**config.mk**
```make
export PLATFORM = sky130hd
export DESIGN_NAME = vital_sign_median_slew_filter
export DESIGN_NICKNAME = d
export VERILOG_FILES = /design/src/vsmsf_pkg.sv /design/src/vital_sign_median_slew_filter.sv /design/src/vsmsf_csr.sv /design/src/vsmsf_channel.sv
export SDC_FILE = /design/constraint.sdc
export NUM_CORES = 1
export LEC_CHECK = 0
export BUFFER_PORTS_ARGS = -buffer_cell sky130_fd_sc_hd__buf_2
export CAP_MARGIN = 20
export CORE_MARGIN = 10
export CORE_UTILIZATION = 55
export CTS_CLUSTER_SIZE = 40
export DETAILED_ROUTE_END_ITERATION = 7
export HOLD_SLACK_MARGIN = 0.02
export PLACE_DENSITY = 0.77
export SKIP_CTS_REPAIR_TIMING = 1
export SYNTH_ARGS = -nofsm -noshare
export SYNTH_HDL_FRONTEND = slang
export SYNTH_SLANG_ARGS = --single-unit
```
**constraint.sdc**
```tcl
create_clock -name clock -period 10.26 [get_ports clock]
set_input_delay 2.565 -clock clock [delete_from_list [all_inputs] [get_ports clock]]
set_output_delay 2.565 -clock clock [all_outputs]
set_load 0.05 [all_outputs]
```
**src/vsmsf_pkg.sv**
```systemverilog
// shared types and constants of the vital-sign median and slew filter
package vsmsf_pkg;

   localparam int WINDOW_DEPTH_DEFAULT = 5;

   localparam int RAW_W       = 11;
   localparam int IR_W        = 18;
   localparam int HR_W        = 8;
   localparam int SPO2_W      = 7;
   localparam int HOLD_W      = 4;
   localparam int CSR_INDEX_W = 3;
   localparam int CSR_DATA_W  = 18;

   localparam logic [HOLD_W-1:0] HOLD_MAX = '1;

   // fixed admission bounds, compared on the magnitude of a non-negative raw value
   localparam logic [RAW_W-2:0] HR_ABS_LOW    = 10'd30;
   localparam logic [RAW_W-2:0] HR_ABS_HIGH   = 10'd220;
   localparam logic [RAW_W-2:0] SPO2_ABS_LOW  = 10'd70;
   localparam logic [RAW_W-2:0] SPO2_ABS_HIGH = 10'd100;

   typedef enum logic [CSR_INDEX_W-1:0] {
      REG_FINGER_THRESHOLD = 3'd0,
      REG_HR_STEP_LIMIT    = 3'd1,
      REG_HR_HOLD_LIMIT    = 3'd2,
      REG_SPO2_STEP_LIMIT  = 3'd3,
      REG_SPO2_HOLD_LIMIT  = 3'd4,
      REG_HR_PLAUSIBLE_MIN = 3'd5,
      REG_HR_PLAUSIBLE_MAX = 3'd6
   } csr_index_type;

   typedef struct packed {
      logic [IR_W-1:0]   presence_threshold;
      logic [HR_W-1:0]   hr_step_limit;
      logic [HOLD_W-1:0] hr_hold_limit;
      logic [SPO2_W-1:0] spo2_step_limit;
      logic [HOLD_W-1:0] spo2_hold_limit;
      logic [HR_W-1:0]   hr_plausible_min;
      logic [HR_W-1:0]   hr_plausible_max;
   } cfg_type;

   localparam cfg_type CFG_RESET = '{
      presence_threshold: 18'd50000,
      hr_step_limit:      8'd20,
      hr_hold_limit:      4'd5,
      spo2_step_limit:    7'd5,
      spo2_hold_limit:    4'd5,
      hr_plausible_min:   8'd40,
      hr_plausible_max:   8'd150
   };

endpackage

```
**src/vital_sign_median_slew_filter.sv**
```systemverilog
// top level of the vital-sign median and slew filter
//
// usage:
//   req_* carries one raw heart-rate estimate, one raw SpO2 estimate, their
//   ok flags and the IR mean; a transfer happens when req_valid is high and
//   req_stall is low. rsp_* returns one result per request transfer, in order.
//   csr_* writes the seven configuration registers; csr_ready is always high
//   and writes are to be made only while no item is in flight; the block
//   does not enforce this. A transferred request is registered in the input
//   register, filtered, and registered again in the result register on rsp_*.
// throughput: one item per cycle while no stall holds the result; the median
//   rank compare over the window and the step compare sit between the input
//   register and the result register, and each channel state updates as an
//   item leaves the input register.
// reset: synchronous, clears both pipeline valids and the channel state (all
//   but the window samples) and loads the register defaults.
// stall: while rsp_stall holds a result, one more item can wait in the input
//   register; after that req_stall rises.
module vital_sign_median_slew_filter #(
   parameter int WINDOW_DEPTH = vsmsf_pkg::WINDOW_DEPTH_DEFAULT
) (
   input  logic                              clock,
   input  logic                              reset,
   input  logic                              req_valid,
   output logic                              req_stall,
   input  logic signed [vsmsf_pkg::RAW_W-1:0] req_raw_heart_rate,
   input  logic                              req_raw_hr_ok,
   input  logic signed [vsmsf_pkg::RAW_W-1:0] req_raw_oxygen,
   input  logic                              req_raw_oxygen_ok,
   input  logic [vsmsf_pkg::IR_W-1:0]        req_ir_mean,
   output logic                              rsp_valid,
   input  logic                              rsp_stall,
   output logic [vsmsf_pkg::HR_W-1:0]        rsp_heart_rate,
   output logic                              rsp_heart_rate_ok,
   output logic [vsmsf_pkg::SPO2_W-1:0]      rsp_oxygen,
   output logic                              rsp_oxygen_ok,
   input  logic                              csr_valid,
   output logic                              csr_ready,
   input  logic [vsmsf_pkg::CSR_INDEX_W-1:0] csr_index,
   input  logic [vsmsf_pkg::CSR_DATA_W-1:0]  csr_data
);
   import vsmsf_pkg::*;

   cfg_type cfg;

   logic                    in_vld_ff, in_vld_in;
   logic signed [RAW_W-1:0] hr_raw_ff, ox_raw_ff;
   logic                    hr_raw_ok_ff, ox_raw_ok_ff;
   logic [IR_W-1:0]         ir_ff;

   logic                    out_vld_ff, out_vld_in;
   logic [HR_W-1:0]         hr_out_ff;
   logic                    hr_ok_out_ff;
   logic [SPO2_W-1:0]       ox_out_ff;
   logic                    ox_ok_out_ff;

   logic out_ready, advance, finger, hr_admit, ox_admit;
   logic [HR_W-1:0]   hr_pub;
   logic [SPO2_W-1:0] ox_pub;
   logic hr_pub_ok, ox_pub_ok;

   vsmsf_csr u_csr (
      .clock     (clock),
      .reset     (reset),
      .csr_valid (csr_valid),
      .csr_ready (csr_ready),
      .csr_index (csr_index),
      .csr_data  (csr_data),
      .cfg       (cfg)
   );

   assign out_ready = !out_vld_ff || !rsp_stall;
   assign advance   = in_vld_ff && out_ready;
   assign req_stall = in_vld_ff && !out_ready;
   assign in_vld_in = req_stall ? in_vld_ff : req_valid;
   assign out_vld_in = out_ready ? in_vld_ff : out_vld_ff;

   assign finger = ir_ff > cfg.presence_threshold;

   assign hr_admit = hr_raw_ok_ff && !hr_raw_ff[RAW_W-1]
                     && (hr_raw_ff[RAW_W-2:0] > HR_ABS_LOW)
                     && (hr_raw_ff[RAW_W-2:0] < HR_ABS_HIGH)
                     && (hr_raw_ff[RAW_W-2:0] >= (RAW_W-1)'(cfg.hr_plausible_min))
                     && (hr_raw_ff[RAW_W-2:0] <= (RAW_W-1)'(cfg.hr_plausible_max));

   assign ox_admit = ox_raw_ok_ff && !ox_raw_ff[RAW_W-1]
                     && (ox_raw_ff[RAW_W-2:0] >= SPO2_ABS_LOW)
                     && (ox_raw_ff[RAW_W-2:0] <= SPO2_ABS_HIGH);

   vsmsf_channel #(
      .WINDOW_DEPTH (WINDOW_DEPTH),
      .VALUE_W      (HR_W)
   ) u_hr (
      .clock      (clock),
      .reset      (reset),
      .advance    (advance),
      .clear      (!finger),
      .admit      (hr_admit),
      .value      (hr_raw_ff[HR_W-1:0]),
      .step_limit (cfg.hr_step_limit),
      .hold_limit (cfg.hr_hold_limit),
      .pub_value  (hr_pub),
      .pub_ok     (hr_pub_ok)
   );

   vsmsf_channel #(
      .WINDOW_DEPTH (WINDOW_DEPTH),
      .VALUE_W      (SPO2_W)
   ) u_ox (
      .clock      (clock),
      .reset      (reset),
      .advance    (advance),
      .clear      (!finger),
      .admit      (ox_admit),
      .value      (ox_raw_ff[SPO2_W-1:0]),
      .step_limit (cfg.spo2_step_limit),
      .hold_limit (cfg.spo2_hold_limit),
      .pub_value  (ox_pub),
      .pub_ok     (ox_pub_ok)
   );

   always_ff @(posedge clock) begin
      if (reset) begin
         in_vld_ff  <= 1'b0;
         out_vld_ff <= 1'b0;
      end else begin
         in_vld_ff  <= in_vld_in;
         out_vld_ff <= out_vld_in;
      end
   end

   always_ff @(posedge clock) begin
      if (req_valid && !req_stall) begin
         hr_raw_ff    <= req_raw_heart_rate;
         hr_raw_ok_ff <= req_raw_hr_ok;
         ox_raw_ff    <= req_raw_oxygen;
         ox_raw_ok_ff <= req_raw_oxygen_ok;
         ir_ff        <= req_ir_mean;
      end
   end

   always_ff @(posedge clock) begin
      if (advance) begin
         hr_out_ff    <= finger ? hr_pub : '0;
         hr_ok_out_ff <= finger && hr_pub_ok;
         ox_out_ff    <= finger ? ox_pub : '0;
         ox_ok_out_ff <= finger && ox_pub_ok;
      end
   end

   assign rsp_valid         = out_vld_ff;
   assign rsp_heart_rate    = hr_out_ff;
   assign rsp_heart_rate_ok = hr_ok_out_ff;
   assign rsp_oxygen        = ox_out_ff;
   assign rsp_oxygen_ok     = ox_ok_out_ff;

`ifndef SYNTHESIS
   a_stall_only_when_full: assert property (@(posedge clock) disable iff (reset)
      req_stall |-> (rsp_valid && rsp_stall))
      else $error("request stalled while result stage could move");

   a_invalid_hr_zero: assert property (@(posedge clock) disable iff (reset)
      (rsp_valid && !rsp_heart_rate_ok) |-> (rsp_heart_rate == '0))
      else $error("invalid heart rate not shown as zero");

   a_oxygen_range: assert property (@(posedge clock) disable iff (reset)
      (rsp_valid && rsp_oxygen_ok) |->
         ((rsp_oxygen >= SPO2_W'(70)) && (rsp_oxygen <= SPO2_W'(100))))
      else $error("published oxygen outside admitted range");
`endif

endmodule

```
**src/vsmsf_csr.sv**
```systemverilog
// configuration register file of the vital-sign filter
module vsmsf_csr (
   input  logic                             clock,
   input  logic                             reset,
   input  logic                             csr_valid,
   output logic                             csr_ready,
   input  logic [vsmsf_pkg::CSR_INDEX_W-1:0] csr_index,
   input  logic [vsmsf_pkg::CSR_DATA_W-1:0]  csr_data,
   output vsmsf_pkg::cfg_type               cfg
);
   import vsmsf_pkg::*;

   cfg_type cfg_ff;
   cfg_type cfg_in;

   assign csr_ready = 1'b1;
   assign cfg       = cfg_ff;

   always_comb begin
      cfg_in = cfg_ff;
      if (csr_valid) begin
         case (csr_index_type'(csr_index))
            REG_FINGER_THRESHOLD: cfg_in.presence_threshold = csr_data[IR_W-1:0];
            REG_HR_STEP_LIMIT:    cfg_in.hr_step_limit      = csr_data[HR_W-1:0];
            REG_HR_HOLD_LIMIT:    cfg_in.hr_hold_limit      = csr_data[HOLD_W-1:0];
            REG_SPO2_STEP_LIMIT:  cfg_in.spo2_step_limit    = csr_data[SPO2_W-1:0];
            REG_SPO2_HOLD_LIMIT:  cfg_in.spo2_hold_limit    = csr_data[HOLD_W-1:0];
            REG_HR_PLAUSIBLE_MIN: cfg_in.hr_plausible_min   = csr_data[HR_W-1:0];
            REG_HR_PLAUSIBLE_MAX: cfg_in.hr_plausible_max   = csr_data[HR_W-1:0];
            default:              cfg_in = cfg_ff;
         endcase
      end
   end

   always_ff @(posedge clock) begin
      if (reset) begin
         cfg_ff <= CFG_RESET;
      end else begin
         cfg_ff <= cfg_in;
      end
   end

endmodule

```
**src/vsmsf_channel.sv**
```systemverilog
// one channel: median window, step limiter and hold counter
module vsmsf_channel #(
   parameter int WINDOW_DEPTH = vsmsf_pkg::WINDOW_DEPTH_DEFAULT,
   parameter int VALUE_W      = vsmsf_pkg::HR_W
) (
   input  logic                          clock,
   input  logic                          reset,
   input  logic                          advance,
   input  logic                          clear,
   input  logic                          admit,
   input  logic [VALUE_W-1:0]            value,
   input  logic [VALUE_W-1:0]            step_limit,
   input  logic [vsmsf_pkg::HOLD_W-1:0]  hold_limit,
   output logic [VALUE_W-1:0]            pub_value,
   output logic                          pub_ok
);
   import vsmsf_pkg::*;

   localparam int FILL_W = $clog2(WINDOW_DEPTH + 1);
   localparam int IDX_W  = $clog2(WINDOW_DEPTH);
   localparam logic [FILL_W-1:0] FILL_FULL = FILL_W'(WINDOW_DEPTH);
   localparam logic [IDX_W-1:0]  IDX_LAST  = IDX_W'(WINDOW_DEPTH - 1);

   logic [VALUE_W-1:0] win_ff [WINDOW_DEPTH];
   logic [FILL_W-1:0]  fill_ff, fill_in;
   logic [IDX_W-1:0]   widx_ff, widx_in;
   logic [VALUE_W-1:0] last_ff, last_in;
   logic               present_ff, present_in;
   logic [HOLD_W-1:0]  hold_ff, hold_in;

   logic [VALUE_W-1:0] win_new [WINDOW_DEPTH];
   logic [FILL_W-1:0]  rank [WINDOW_DEPTH];
   logic [WINDOW_DEPTH-1:0] slot_used;
   logic [FILL_W-1:0]  fill_new;
   logic [VALUE_W-1:0] median;
   logic [VALUE_W-1:0] diff;

   assign fill_new = (fill_ff == FILL_FULL) ? fill_ff : fill_ff + 1'b1;

   // median by rank: ties broken by slot position
   always_comb begin
      for (int k = 0; k < WINDOW_DEPTH; k++) begin
         win_new[k]   = (widx_ff == IDX_W'(k)) ? value : win_ff[k];
         slot_used[k] = FILL_W'(k) < fill_new;
      end
      for (int i = 0; i < WINDOW_DEPTH; i++) begin
         rank[i] = '0;
         for (int j = 0; j < WINDOW_DEPTH; j++) begin
            if (slot_used[j] && ((win_new[j] < win_new[i]) ||
                                 ((win_new[j] == win_new[i]) && (j < i)))) begin
               rank[i] = rank[i] + 1'b1;
            end
         end
      end
      median = '0;
      for (int i = 0; i < WINDOW_DEPTH; i++) begin
         if (slot_used[i] && (rank[i] == (fill_new >> 1))) begin
            median = win_new[i];
         end
      end
   end

   assign diff = (median >= last_ff) ? median - last_ff : last_ff - median;

   always_comb begin
      fill_in    = fill_ff;
      widx_in    = widx_ff;
      last_in    = last_ff;
      present_in = present_ff;
      hold_in    = hold_ff;
      if (admit) begin
         fill_in = fill_new;
         widx_in = (widx_ff == IDX_LAST) ? '0 : widx_ff + 1'b1;
         if (!present_ff) begin
            last_in    = median;
            present_in = 1'b1;
            hold_in    = '0;
         end else if ((diff <= step_limit) || (hold_ff >= hold_limit)) begin
            last_in = median;
            hold_in = '0;
         end else if (hold_ff != HOLD_MAX) begin
            hold_in = hold_ff + 1'b1;
         end
      end
   end

   assign pub_ok    = admit | present_ff;
   assign pub_value = admit ? last_in : (present_ff ? last_ff : '0);

   always_ff @(posedge clock) begin
      if (reset) begin
         fill_ff    <= '0;
         widx_ff    <= '0;
         last_ff    <= '0;
         present_ff <= 1'b0;
         hold_ff    <= '0;
      end else if (advance) begin
         if (clear) begin
            fill_ff    <= '0;
            widx_ff    <= '0;
            last_ff    <= '0;
            present_ff <= 1'b0;
            hold_ff    <= '0;
         end else begin
            fill_ff    <= fill_in;
            widx_ff    <= widx_in;
            last_ff    <= last_in;
            present_ff <= present_in;
            hold_ff    <= hold_in;
         end
      end
   end

   always_ff @(posedge clock) begin
      if (advance && !clear && admit) begin
         win_ff[widx_ff] <= value;
      end
   end

endmodule
```
==> results of run 1 <==
## worst max path at each step
stage / start / endpoint / slack (ns) / cells past startpoint
after global placement: u_ox.widx_ff[0]$_SDFFE_PP0P_ / u_ox.hold_ff[1]$_SDFFE_PP0P_ / 0.41 / 44
after global routing: u_hr.widx_ff[0]$_SDFFE_PP0P_ / rsp_heart_rate[4]$_SDFFCE_PN0P_ / 0.01 / 45
after floorplan: u_hr.widx_ff[0]$_SDFFE_PP0P_ / rsp_heart_rate[0]$_SDFFCE_PN0P_ / 0.60 / 48
after CTS: u_hr.widx_ff[0]$_SDFFE_PP0P_ / rsp_heart_rate[6]$_SDFFCE_PN0P_ / 0.003 / 47
after detailed placement: u_hr.widx_ff[0]$_SDFFE_PP0P_ / rsp_heart_rate[6]$_SDFFCE_PN0P_ / 0.09 / 45
final: u_hr.widx_ff[0]$_SDFFE_PP0P_ / rsp_heart_rate[6]$_SDFFCE_PN0P_ / 0.47 / 44
## cells in the final DEF, fill, tap and decap left out, types with 12 or more instances in the layout
master	n
nor4_1	23
nand2b_1	33
nand3b_1	12
mux2_2	36
o31ai_1	13
nor2b_1	27
mux2i_1	65
dfxtp_1	92
edfxtp_1	134
clkbuf_16	23
a21oi_1	111
inv_1	165
a211oi_1	13
buf_2	86
o22ai_1	24
nor2_1	107
o21ai_0	56
nand2_1	161
nor3_1	38
a22o_1	32
nand3_1	41
a21o_1	25
o211ai_1	33
xnor2_1	19
nand4_1	27
buf_4	88
ha_1	269
and3_1	14
o21a_1	49
## kinds of logic after synthesis
group                    synth area share [%]
multiplexers                             6.27
flip-flops                               32.6
buffers and inverters                    4.82
XOR/XNOR                                 1.72
adder cells (fa/ha/maj)                  19.1
AO/OA/AOI/OAI                            19.3
other                                  0.0206
AND/OR/NAND/NOR                          16.2
## layout make-up
| class | count | area (µm²) | area share (%) |
|---|---|---|---|
| Multi-Input combinational cell | 1489 | 11500 | 56.1 |
| Sequential cell | 230 | 5950 | 28.9 |
| Timing Repair Buffer | 176 | 1120 | 5.43 |
| Inverter | 174 | 657 | 3.19 |
| Clock buffer | 27 | 591 | 2.87 |
| Tap cell | 442 | 553 | 2.69 |
| Clock inverter | 15 | 165 | 0.803 |
## per-layer routing
metal	vias to the layer above	part of all wire [%]	wire [µm]
met5	-	0	0
met4	0	1.2	621
met3	56	7.0	3510
met2	606	46	23400
met1	7475	45	22900
li1	7578	-	-
## metrics by stage
step                      hold WS [ns]  cells  area, µm²  setup slack (ns)
after floorplan                  0.436   1938      18200             0.600
after global placement           0.442   2504      19600             0.406
after detailed placement         0.446   2504      19600            0.0856
after CTS                        0.455   2546      20400           0.00326
after global routing             0.485   2553      20600            0.0100
final                            0.456   2553      20600             0.470
## state kept, by name, summed over array words and instances (netlist names), 3 cells and up
signal and flops:
u_ox.last_ff 7, rsp_heart_rate 8, u_ox.win_ff 35, u_ox.hold_ff 4, u_csr.cfg 57, u_hr.win_ff 40
u_hr.widx_ff 3, u_hr.hold_ff 4, u_hr.last_ff 8, u_ox.fill_ff 3, rsp_oxygen 7, ox_raw_ff 11
ir_ff 18, u_ox.widx_ff 3, u_hr.fill_ff 3, hr_raw_ff 11
## power groups by stage
stage | clock network [µW] | registers [µW] | logic [µW]
finish | 845 | 1010 | 269
global route | 896 | 1020 | 298
CTS | 862 | 1010 | 262
detailed placement | 0 | 1030 | 259
global placement | 0 | 1030 | 251
floorplan | 0 | 1040 | 170
## worst max-delay path: cells and delay by family (launching register included)
| kind | cells | cell delay (ns) |
|---|---|---|
| flops | 1 | 0.40 |
| xor+xnor | 1 | 0.15 |
| fa+ha+maj | 8 | 2.46 |
| buf+inv | 4 | 0.57 |
| simple gates | 12 | 2.09 |
| compound gates | 17 | 3.37 |
| mux | 2 | 0.62 |
==> impl_metrics.json, run 1 <==
{
  "arrival_ns": 10.17,
  "ctsHtreeMaxLevel": 1,
  "fin_util_pct": 63.0,
  "numCtsBuffers": 23,
  "hpwl_um": 39000,
  "grt_pass1_vias": 15114,
  "synth_largest_area_cell": "edfxtp_1",
  "cts.sinks": 230,
  "synthTopCellsByArea": "edfxtp_1, ha_1, dfxtp_1",
  "pwr-share-clk_pct": 39.7,
  "ctsLongestPathBuffers": 3,
  "grt_pass1_wl_um": 80100,
  "ir_drop_mv": 0.127,
  "rr_startpoint": "u_hr.widx_ff[0]$_SDFFE_PP0P_",
  "min_path_cells": 2,
  "setup_viol": 0,
  "min_path_type": "reg -> reg",
  "ys_seq_area_share_pct": 32.6,
  "cts.clk_slew.worst_paths_ns": 0.06,
  "critPathSlowestCell": "fa_1",
  "row_count": 66,
  "grt-ovfl-total": 0,
  "combinationalPowerShare_pct": 12.7,
  "port-buffer-count": 86,
  "finClkSkew_ns": 0.0212,
  "synth_top_cells_by_count": "ha_1, inv_1, nand2_1",
  "period_needed_ns": 9.79,
  "holdPathEnd": "u_csr.cfg[44]$_SDFFE_PP0P_",
  "synth_area_per_cell_um2": 9.41,
  "drtIter0Drc": 1398,
  "via_per_inst": 6.16,
  "grt_usage_pct": 23.7,
  "ioPinCount": 88,
  "power_uw": 2130,
  "outcome": "finished clean",
  "clkLatencyLatePin_ns": 0.53,
  "p_int_uw": 1600,
  "die_h_um": 202,
  "slowest_delay_ns": 0.41,
  "diodes": 0,
  "power.net_switching_uw": 530,
  "vias": 15715,
  "cp_max_fo": 8,
  "tns_ns": 0,
  "grt_use_met2_pct": 39.3,
  "met3_usage_pct": 3.28,
  "maxCapViolations": 0,
  "busiest_layer": "met2",
  "synthCells": 1938,
  "dieArea_um2": 40800,
  "synth-edff-count": 134,
  "area_delta_synth_final_pct": 12.8,
  "slew_headroom_pct": 31.3,
  "routed_wl_um": 50500,
  "synthesis.nets": 2280,
  "synth_most_common_cell": "ha_1",
  "hold_viol": 0,
  "p_leak_uw": 0.00866,
  "die_w_um": 202,
  "synth_cell_types": 101,
  "min_from": "u_csr.cfg[44]$_SDFFE_PP0P_",
  "nFillCells": 2666,
  "cp-end-kind": "flop",
  "path_common_cell": "ha_1",
  "synth_async_sr_flop_share_pct": 0,
  "wl_per_cell_um": 19.8,
  "drcViolationCount": 0,
  "synth_top_flop_cell": "edfxtp_1",
  "critPathLaunchType": "flop",
  "synth_area_um2": 18200,
  "fin_nets": 2436,
  "ys_ff_latch": 230,
  "critPathKind": "reg -> reg",
  "grt_antenna_before_repair": 0,
  "slew_viol_final": 0,
  "clock.fmax_ghz": 0.102,
  "reg2reg_depth": 44,
  "drive_gt1_share_pct": 15.2,
  "synth_top_area_share_pct": 22.1,
  "rr_endpoint": "rsp_heart_rate[6]$_SDFFCE_PN0P_",
  "first_pass_iters": 7,
  "worstMarginPinSlew_ns": 1.03,
  "rsz0062_at_grt": "false",
  "core-area_um2": 32600,
  "cp.required_ns": 10.64,
  "ys_warn_count": 0,
  "grt_max_degree": 50,
  "start_util_pct": 55.9,
  "cts_root_buffer": "clkbuf_16",
  "gp_congestion": 1.01,
  "cts_tree": "built",
  "seqPwrFrac_pct": 47.7,
  "powerDensity_nw_per_um2": 104,
  "grt_util_met1_pct": 32.6,
  "p_sw_share_pct": 24.9,
  "postRouteAntennaNets": 0,
  "rrSetupSlack_ns": 0.47,
  "fin_crit_sh_pct": 95.4
}
Power figures use the tool's default switching activity.
==> run 2: changes to the inputs <==
PLACE_DENSITY = 0.75   (was 0.77)
REMOVE_ABC_BUFFERS = 1   (was unset)
clock period = 9.2 ns   (was 10.26 ns; I/O delays follow)
==> run 2 against run 1 <==
Sequential power is 11% higher. Clock skew grew 0.0033 ns. Flip-flop and latch count did not move. Hold slack lost 0.00058 ns. Routed wire length grew 8.5%. Largest cell class unchanged. Highest routed layer unchanged.
==> impl_metrics.json, run 2 (synthesized netlist as in run 1, its figures left out) <==
{
  "critPathLaunchType": "flop",
  "row_count": 66,
  "hold_viol": 0,
  "outcome": "finished clean",
  "critPathSlowestCell": "dfxtp_2",
  "crit_start": "u_hr.widx_ff[0]$_SDFFE_PP0P_",
  "ctsHtreeMaxLevel": 1,
  "drive_gt1_share_pct": 26.3,
  "fin_crit_sh_pct": 98.3,
  "grt_pass1_wl_um": 85200,
  "worstMarginPinSlew_ns": 1.01,
  "endpoint": "rsp_heart_rate[4]$_SDFFCE_PN0P_",
  "reg2reg_depth": 46,
  "final_cells": 2756,
  "start_util_pct": 55.9,
  "drcViolationCount": 0,
  "powerDensity_nw_per_um2": 108,
  "largest_reg_flops": 57,
  "core-area_um2": 32600,
  "arrival_ns": 9.31,
  "slew_headroom_pct": 32.4,
  "port-buffer-count": 86,
  "grt_usage_pct": 25.0,
  "min_path_type": "reg -> reg",
  "rrSetupSlack_ns": 0.15,
  "grt-ovfl-total": 0,
  "cp.required_ns": 9.47,
  "cts.clk_slew.worst_paths_ns": 0.06,
  "drtIter0Drc": 1446,
  "postRouteAntennaNets": 0,
  "gp_congestion": 1.00,
  "diodes": 0,
  "grt_pass1_vias": 16301,
  "period_needed_ns": 9.05,
  "grt_max_degree": 50,
  "min_path_cells": 2,
  "clock.fmax_ghz": 0.111,
  "final_common_cell": "buf_4",
  "ir_drop_mv": 0.254,
  "cts_tree": "built",
  "clkLatencyLatePin_ns": 0.53,
  "fin_util_pct": 69.6,
  "finClkSkew_ns": 0.0245,
  "power_uw": 2440,
  "via_per_inst": 6.08,
  "die_h_um": 202,
  "ctsLongestPathBuffers": 3,
  "rr_startpoint": "u_hr.widx_ff[0]$_SDFFE_PP0P_",
  "vias": 16745,
  "slew_viol_final": 0,
  "setup_viol": 0,
  "dieArea_um2": 40800,
  "critPathKind": "reg -> reg",
  "cts.sinks": 230,
  "slowest_delay_ns": 0.34,
  "fin_nets": 2638,
  "dpl-instance-area_um2": 21000,
  "p_leak_uw": 0.00972,
  "cp_max_fo": 8,
  "first_pass_iters": 8,
  "design_area_um2": 22700,
  "numCtsBuffers": 24,
  "rr_endpoint": "rsp_heart_rate[4]$_SDFFCE_PN0P_",
  "placedCellCount": 2687,
  "wl_per_cell_um": 19.9,
  "cts_root_buffer": "clkbuf_16",
  "cp-end-kind": "flop",
  "routed_wl_um": 54700,
  "rsz0062_at_grt": "true",
  "hpwl_um": 41600,
  "die_w_um": 202,
  "maxCapViolations": 0,
  "ioPinCount": 88,
  "grt_antenna_before_repair": 0,
  "area_delta_synth_final_pct": 24.5,
  "mostFrequentLayoutCells": "buf_4, ha_1, inv_1"
}
-- run 2: cell count changes in the layout (fill, tap and decap cells not counted), sizes merged --
cell,change
clkinvlp,+3
inv,+1
bufinv,-1
clkinv,-3
buf,+202
clkbuf,+1
-- run 2: worst min path at each step --
stage                                          start  slack (ns)                         end
after global placement    u_csr.cfg[40]$_SDFFE_PP0P_        0.44  u_csr.cfg[40]$_SDFFE_PP0P_
after detailed placement  u_csr.cfg[40]$_SDFFE_PP0P_        0.45  u_csr.cfg[40]$_SDFFE_PP0P_
after global routing      u_csr.cfg[52]$_SDFFE_PP0P_        0.47  u_csr.cfg[52]$_SDFFE_PP0P_
after CTS                 u_csr.cfg[40]$_SDFFE_PP0P_        0.46  u_csr.cfg[40]$_SDFFE_PP0P_
final                     u_csr.cfg[52]$_SDFFE_PP0P_        0.46  u_csr.cfg[52]$_SDFFE_PP0P_
after floorplan           u_csr.cfg[10]$_SDFFE_PP0P_        0.43  u_csr.cfg[10]$_SDFFE_PP0P_
-- run 2: stage by stage --
step	TNS [ns]	setup slack, ns	hold slack, ns
floorplan	-7.67	-0.477	0.430
global placement	-2.77	-0.164	0.444
global route	-5.17	-0.268	0.472
detailed placement	-11.95	-0.598	0.447
CTS	-15.38	-0.696	0.455
finish	0	0.153	0.455
-- run 2: worst max-delay path: cells and delay by family, from the launching register on --
family	cells	cell delay, ns
AO/OA/AOI/OAI	18	2.89
adder cells (fa/ha/maj)	8	1.95
buffers and inverters	5	0.63
multiplexers	2	0.55
flip-flops	1	0.34
XOR/XNOR	1	0.21
AND/OR/NAND/NOR	12	2.21
-- run 2: power breakdown --
group          internal, µW  switching (µW)
Sequential             1110            15.1
Clock                   542             403
Combinational           168             206
-- run 2: final cells by class --
class | instances | area [µm²]
clock buffers | 29 | 619
clock inverters | 15 | 150
fillers | 2416 | 9920
inverters | 174 | 658
multi-input cells | 1489 | 12100
flip-flops and latches | 230 | 5950
well taps | 442 | 553
repair buffers | 377 | 2700
-- run 2: per-layer routing --
layer / global-route usage [%] / share of wire, % / vias to the layer above
met4: 6.01 / 2.2 / 0
met2: 41.3 / 47 / 608
li1: - / - / 7975
met5: 0 / 0 / -
met3: 3.05 / 6.2 / 102
met1: 34.2 / 45 / 8060
==> run 3: changes to the inputs <==
RECOVER_POWER = 25   (was unset)
==> run 3 against run 2 <==
Critical path depth did not move. Sequential share of layout area barely moved. Clock skew barely moved. Non-clock buffer count did not move. Hold slack barely moved. Final cell count did not move. Die area did not move. Flip-flop and latch count did not move. Largest power group unchanged.
==> impl_metrics.json, run 3 (synthesized netlist as in run 1, its figures left out) <==
{
  "row_count": 66,
  "hold_viol": 0,
  "rr_startpoint": "u_hr.widx_ff[0]$_SDFFE_PP0P_",
  "numCtsBuffers": 24,
  "start_util_pct": 55.9,
  "die_h_um": 202,
  "cp-end-kind": "flop",
  "final_common_cell": "buf_4",
  "drcViolationCount": 0,
  "mostFrequentLayoutCells": "buf_4, ha_1, inv_1",
  "setup_viol": 0,
  "via_per_inst": 6.10,
  "ctsHtreeMaxLevel": 1,
  "area_delta_synth_final_pct": 24.3,
  "critPathSlowestCell": "dfxtp_2",
  "fin_ws_ns": 0.138,
  "wl_per_cell_um": 19.9,
  "clock.fmax_ghz": 0.110,
  "grt_usage_pct": 25.0,
  "grt_antenna_before_repair": 0,
  "reg2reg_depth": 46,
  "die_w_um": 202,
  "ir_drop_mv": 0.255,
  "tns_ns": 0,
  "maxCapViolations": 0,
  "powerDensity_nw_per_um2": 108,
  "dieArea_um2": 40800,
  "diodes": 0,
  "cts.clk_slew.worst_paths_ns": 0.06,
  "postRouteAntennaNets": 0,
  "critPathLaunchType": "flop",
  "largest_reg_flops": 57,
  "fin_util_pct": 69.5,
  "hpwl_um": 41600,
  "cts_root_buffer": "clkbuf_16",
  "endpoint": "rsp_heart_rate[4]$_SDFFCE_PN0P_",
  "cp.required_ns": 9.46,
  "slew_headroom_pct": 32.9,
  "critPathKind": "reg -> reg",
  "rsz0062_at_grt": "true",
  "crit_start": "u_hr.widx_ff[0]$_SDFFE_PP0P_",
  "gp_congestion": 1.00,
  "arrival_ns": 9.33,
  "clkLatencyLatePin_ns": 0.53,
  "port-buffer-count": 86,
  "outcome": "finished clean",
  "min_path_type": "reg -> reg",
  "min_from": "u_csr.cfg[52]$_SDFFE_PP0P_",
  "p_leak_uw": 0.00968,
  "routed_wl_um": 54800,
  "cp_max_fo": 8,
  "vias": 16819,
  "fin_crit_sh_pct": 98.5,
  "grt-ovfl-total": 0,
  "period_needed_ns": 9.06,
  "drive_gt1_share_pct": 25.8,
  "drtIter0Drc": 1436,
  "grt_pass1_vias": 16301,
  "finClkSkew_ns": 0.0242,
  "cts_tree": "built",
  "ctsLongestPathBuffers": 3,
  "fin_nets": 2638,
  "slew_viol_final": 0,
  "grt_max_degree": 50,
  "worstMarginPinSlew_ns": 0.998,
  "ioPinCount": 88,
  "core-area_um2": 32600,
  "grt_pass1_wl_um": 85200,
  "slowest_delay_ns": 0.34,
  "rr_endpoint": "rsp_heart_rate[4]$_SDFFCE_PN0P_",
  "dp_slack_ns": -0.598,
  "nFillCells": 2426,
  "rrSetupSlack_ns": 0.14,
  "cts.sinks": 230,
  "first_pass_iters": 5
}
## run 3: cell types whose count changed in the layout (fill, tap and decap cells not counted), sizes merged
cell	before	now
buf	377	366
clkbuf	29	40
## run 3: stage by stage
| stage | power [µW] | hold WS [ns] | cell area, µm² | cells |
|---|---|---|---|---|
| global placement | 1470 | 0.444 | 21000 | 2687 |
| global route | 2530 | 0.472 | 22700 | 2756 |
| detailed placement | 1480 | 0.447 | 21000 | 2687 |
| floorplan | 1340 | 0.430 | 18000 | 1893 |
| CTS | 2420 | 0.455 | 21800 | 2731 |
| finish | 2440 | 0.455 | 22700 | 2756 |
## run 3: layer usage
layer / track usage (%) / vias up / part of all wire [%]
met5: 0 / - / 0
met4: 6.01 / 0 / 2.2
met3: 3.05 / 103 / 6.3
met2: 41.3 / 622 / 47
met1: 34.2 / 8116 / 45
li1: - / 7978 / -
## run 3: cell type report
class | count | area (µm²) | share of cell area, %
well taps | 442 | 553 | 2.44
inverters | 174 | 658 | 2.90
multi-input cells | 1489 | 12100 | 53.3
clock buffers | 29 | 619 | 2.73
clock inverters | 15 | 150 | 0.663
flip-flops and latches | 230 | 5950 | 26.3
repair buffers | 377 | 2650 | 11.7
## run 3: worst min path at each step
stage | endpoint | slack (ns) | depth (start not counted)
2_1_floorplan | u_csr.cfg[10]$_SDFFE_PP0P_ | 0.43 | 2
3_3_place_gp | u_csr.cfg[40]$_SDFFE_PP0P_ | 0.44 | 2
3_5_place_dp | u_csr.cfg[40]$_SDFFE_PP0P_ | 0.45 | 2
4_1_cts | u_csr.cfg[40]$_SDFFE_PP0P_ | 0.46 | 2
5_1_grt | u_csr.cfg[52]$_SDFFE_PP0P_ | 0.47 | 2
6_report | u_csr.cfg[52]$_SDFFE_PP0P_ | 0.46 | 2
## run 3: power breakdown
group | switching [µW] | internal [µW]
Sequential | 15.0 | 1110
Combinational | 206 | 166
Clock | 401 | 542
## run 3: critical path: cells and delay by family (launching register included)
| kind | cells | cell delay (ns) |
|---|---|---|
| xor gates and xnor gates | 1 | 0.21 |
| DFF | 1 | 0.34 |
| and+or+nand+nor | 12 | 2.22 |
| buffers and inverters | 5 | 0.64 |
| muxes | 2 | 0.55 |
| AOI/OAI and AO/OA | 18 | 2.91 |
| adders and majority gates | 8 | 1.94 |
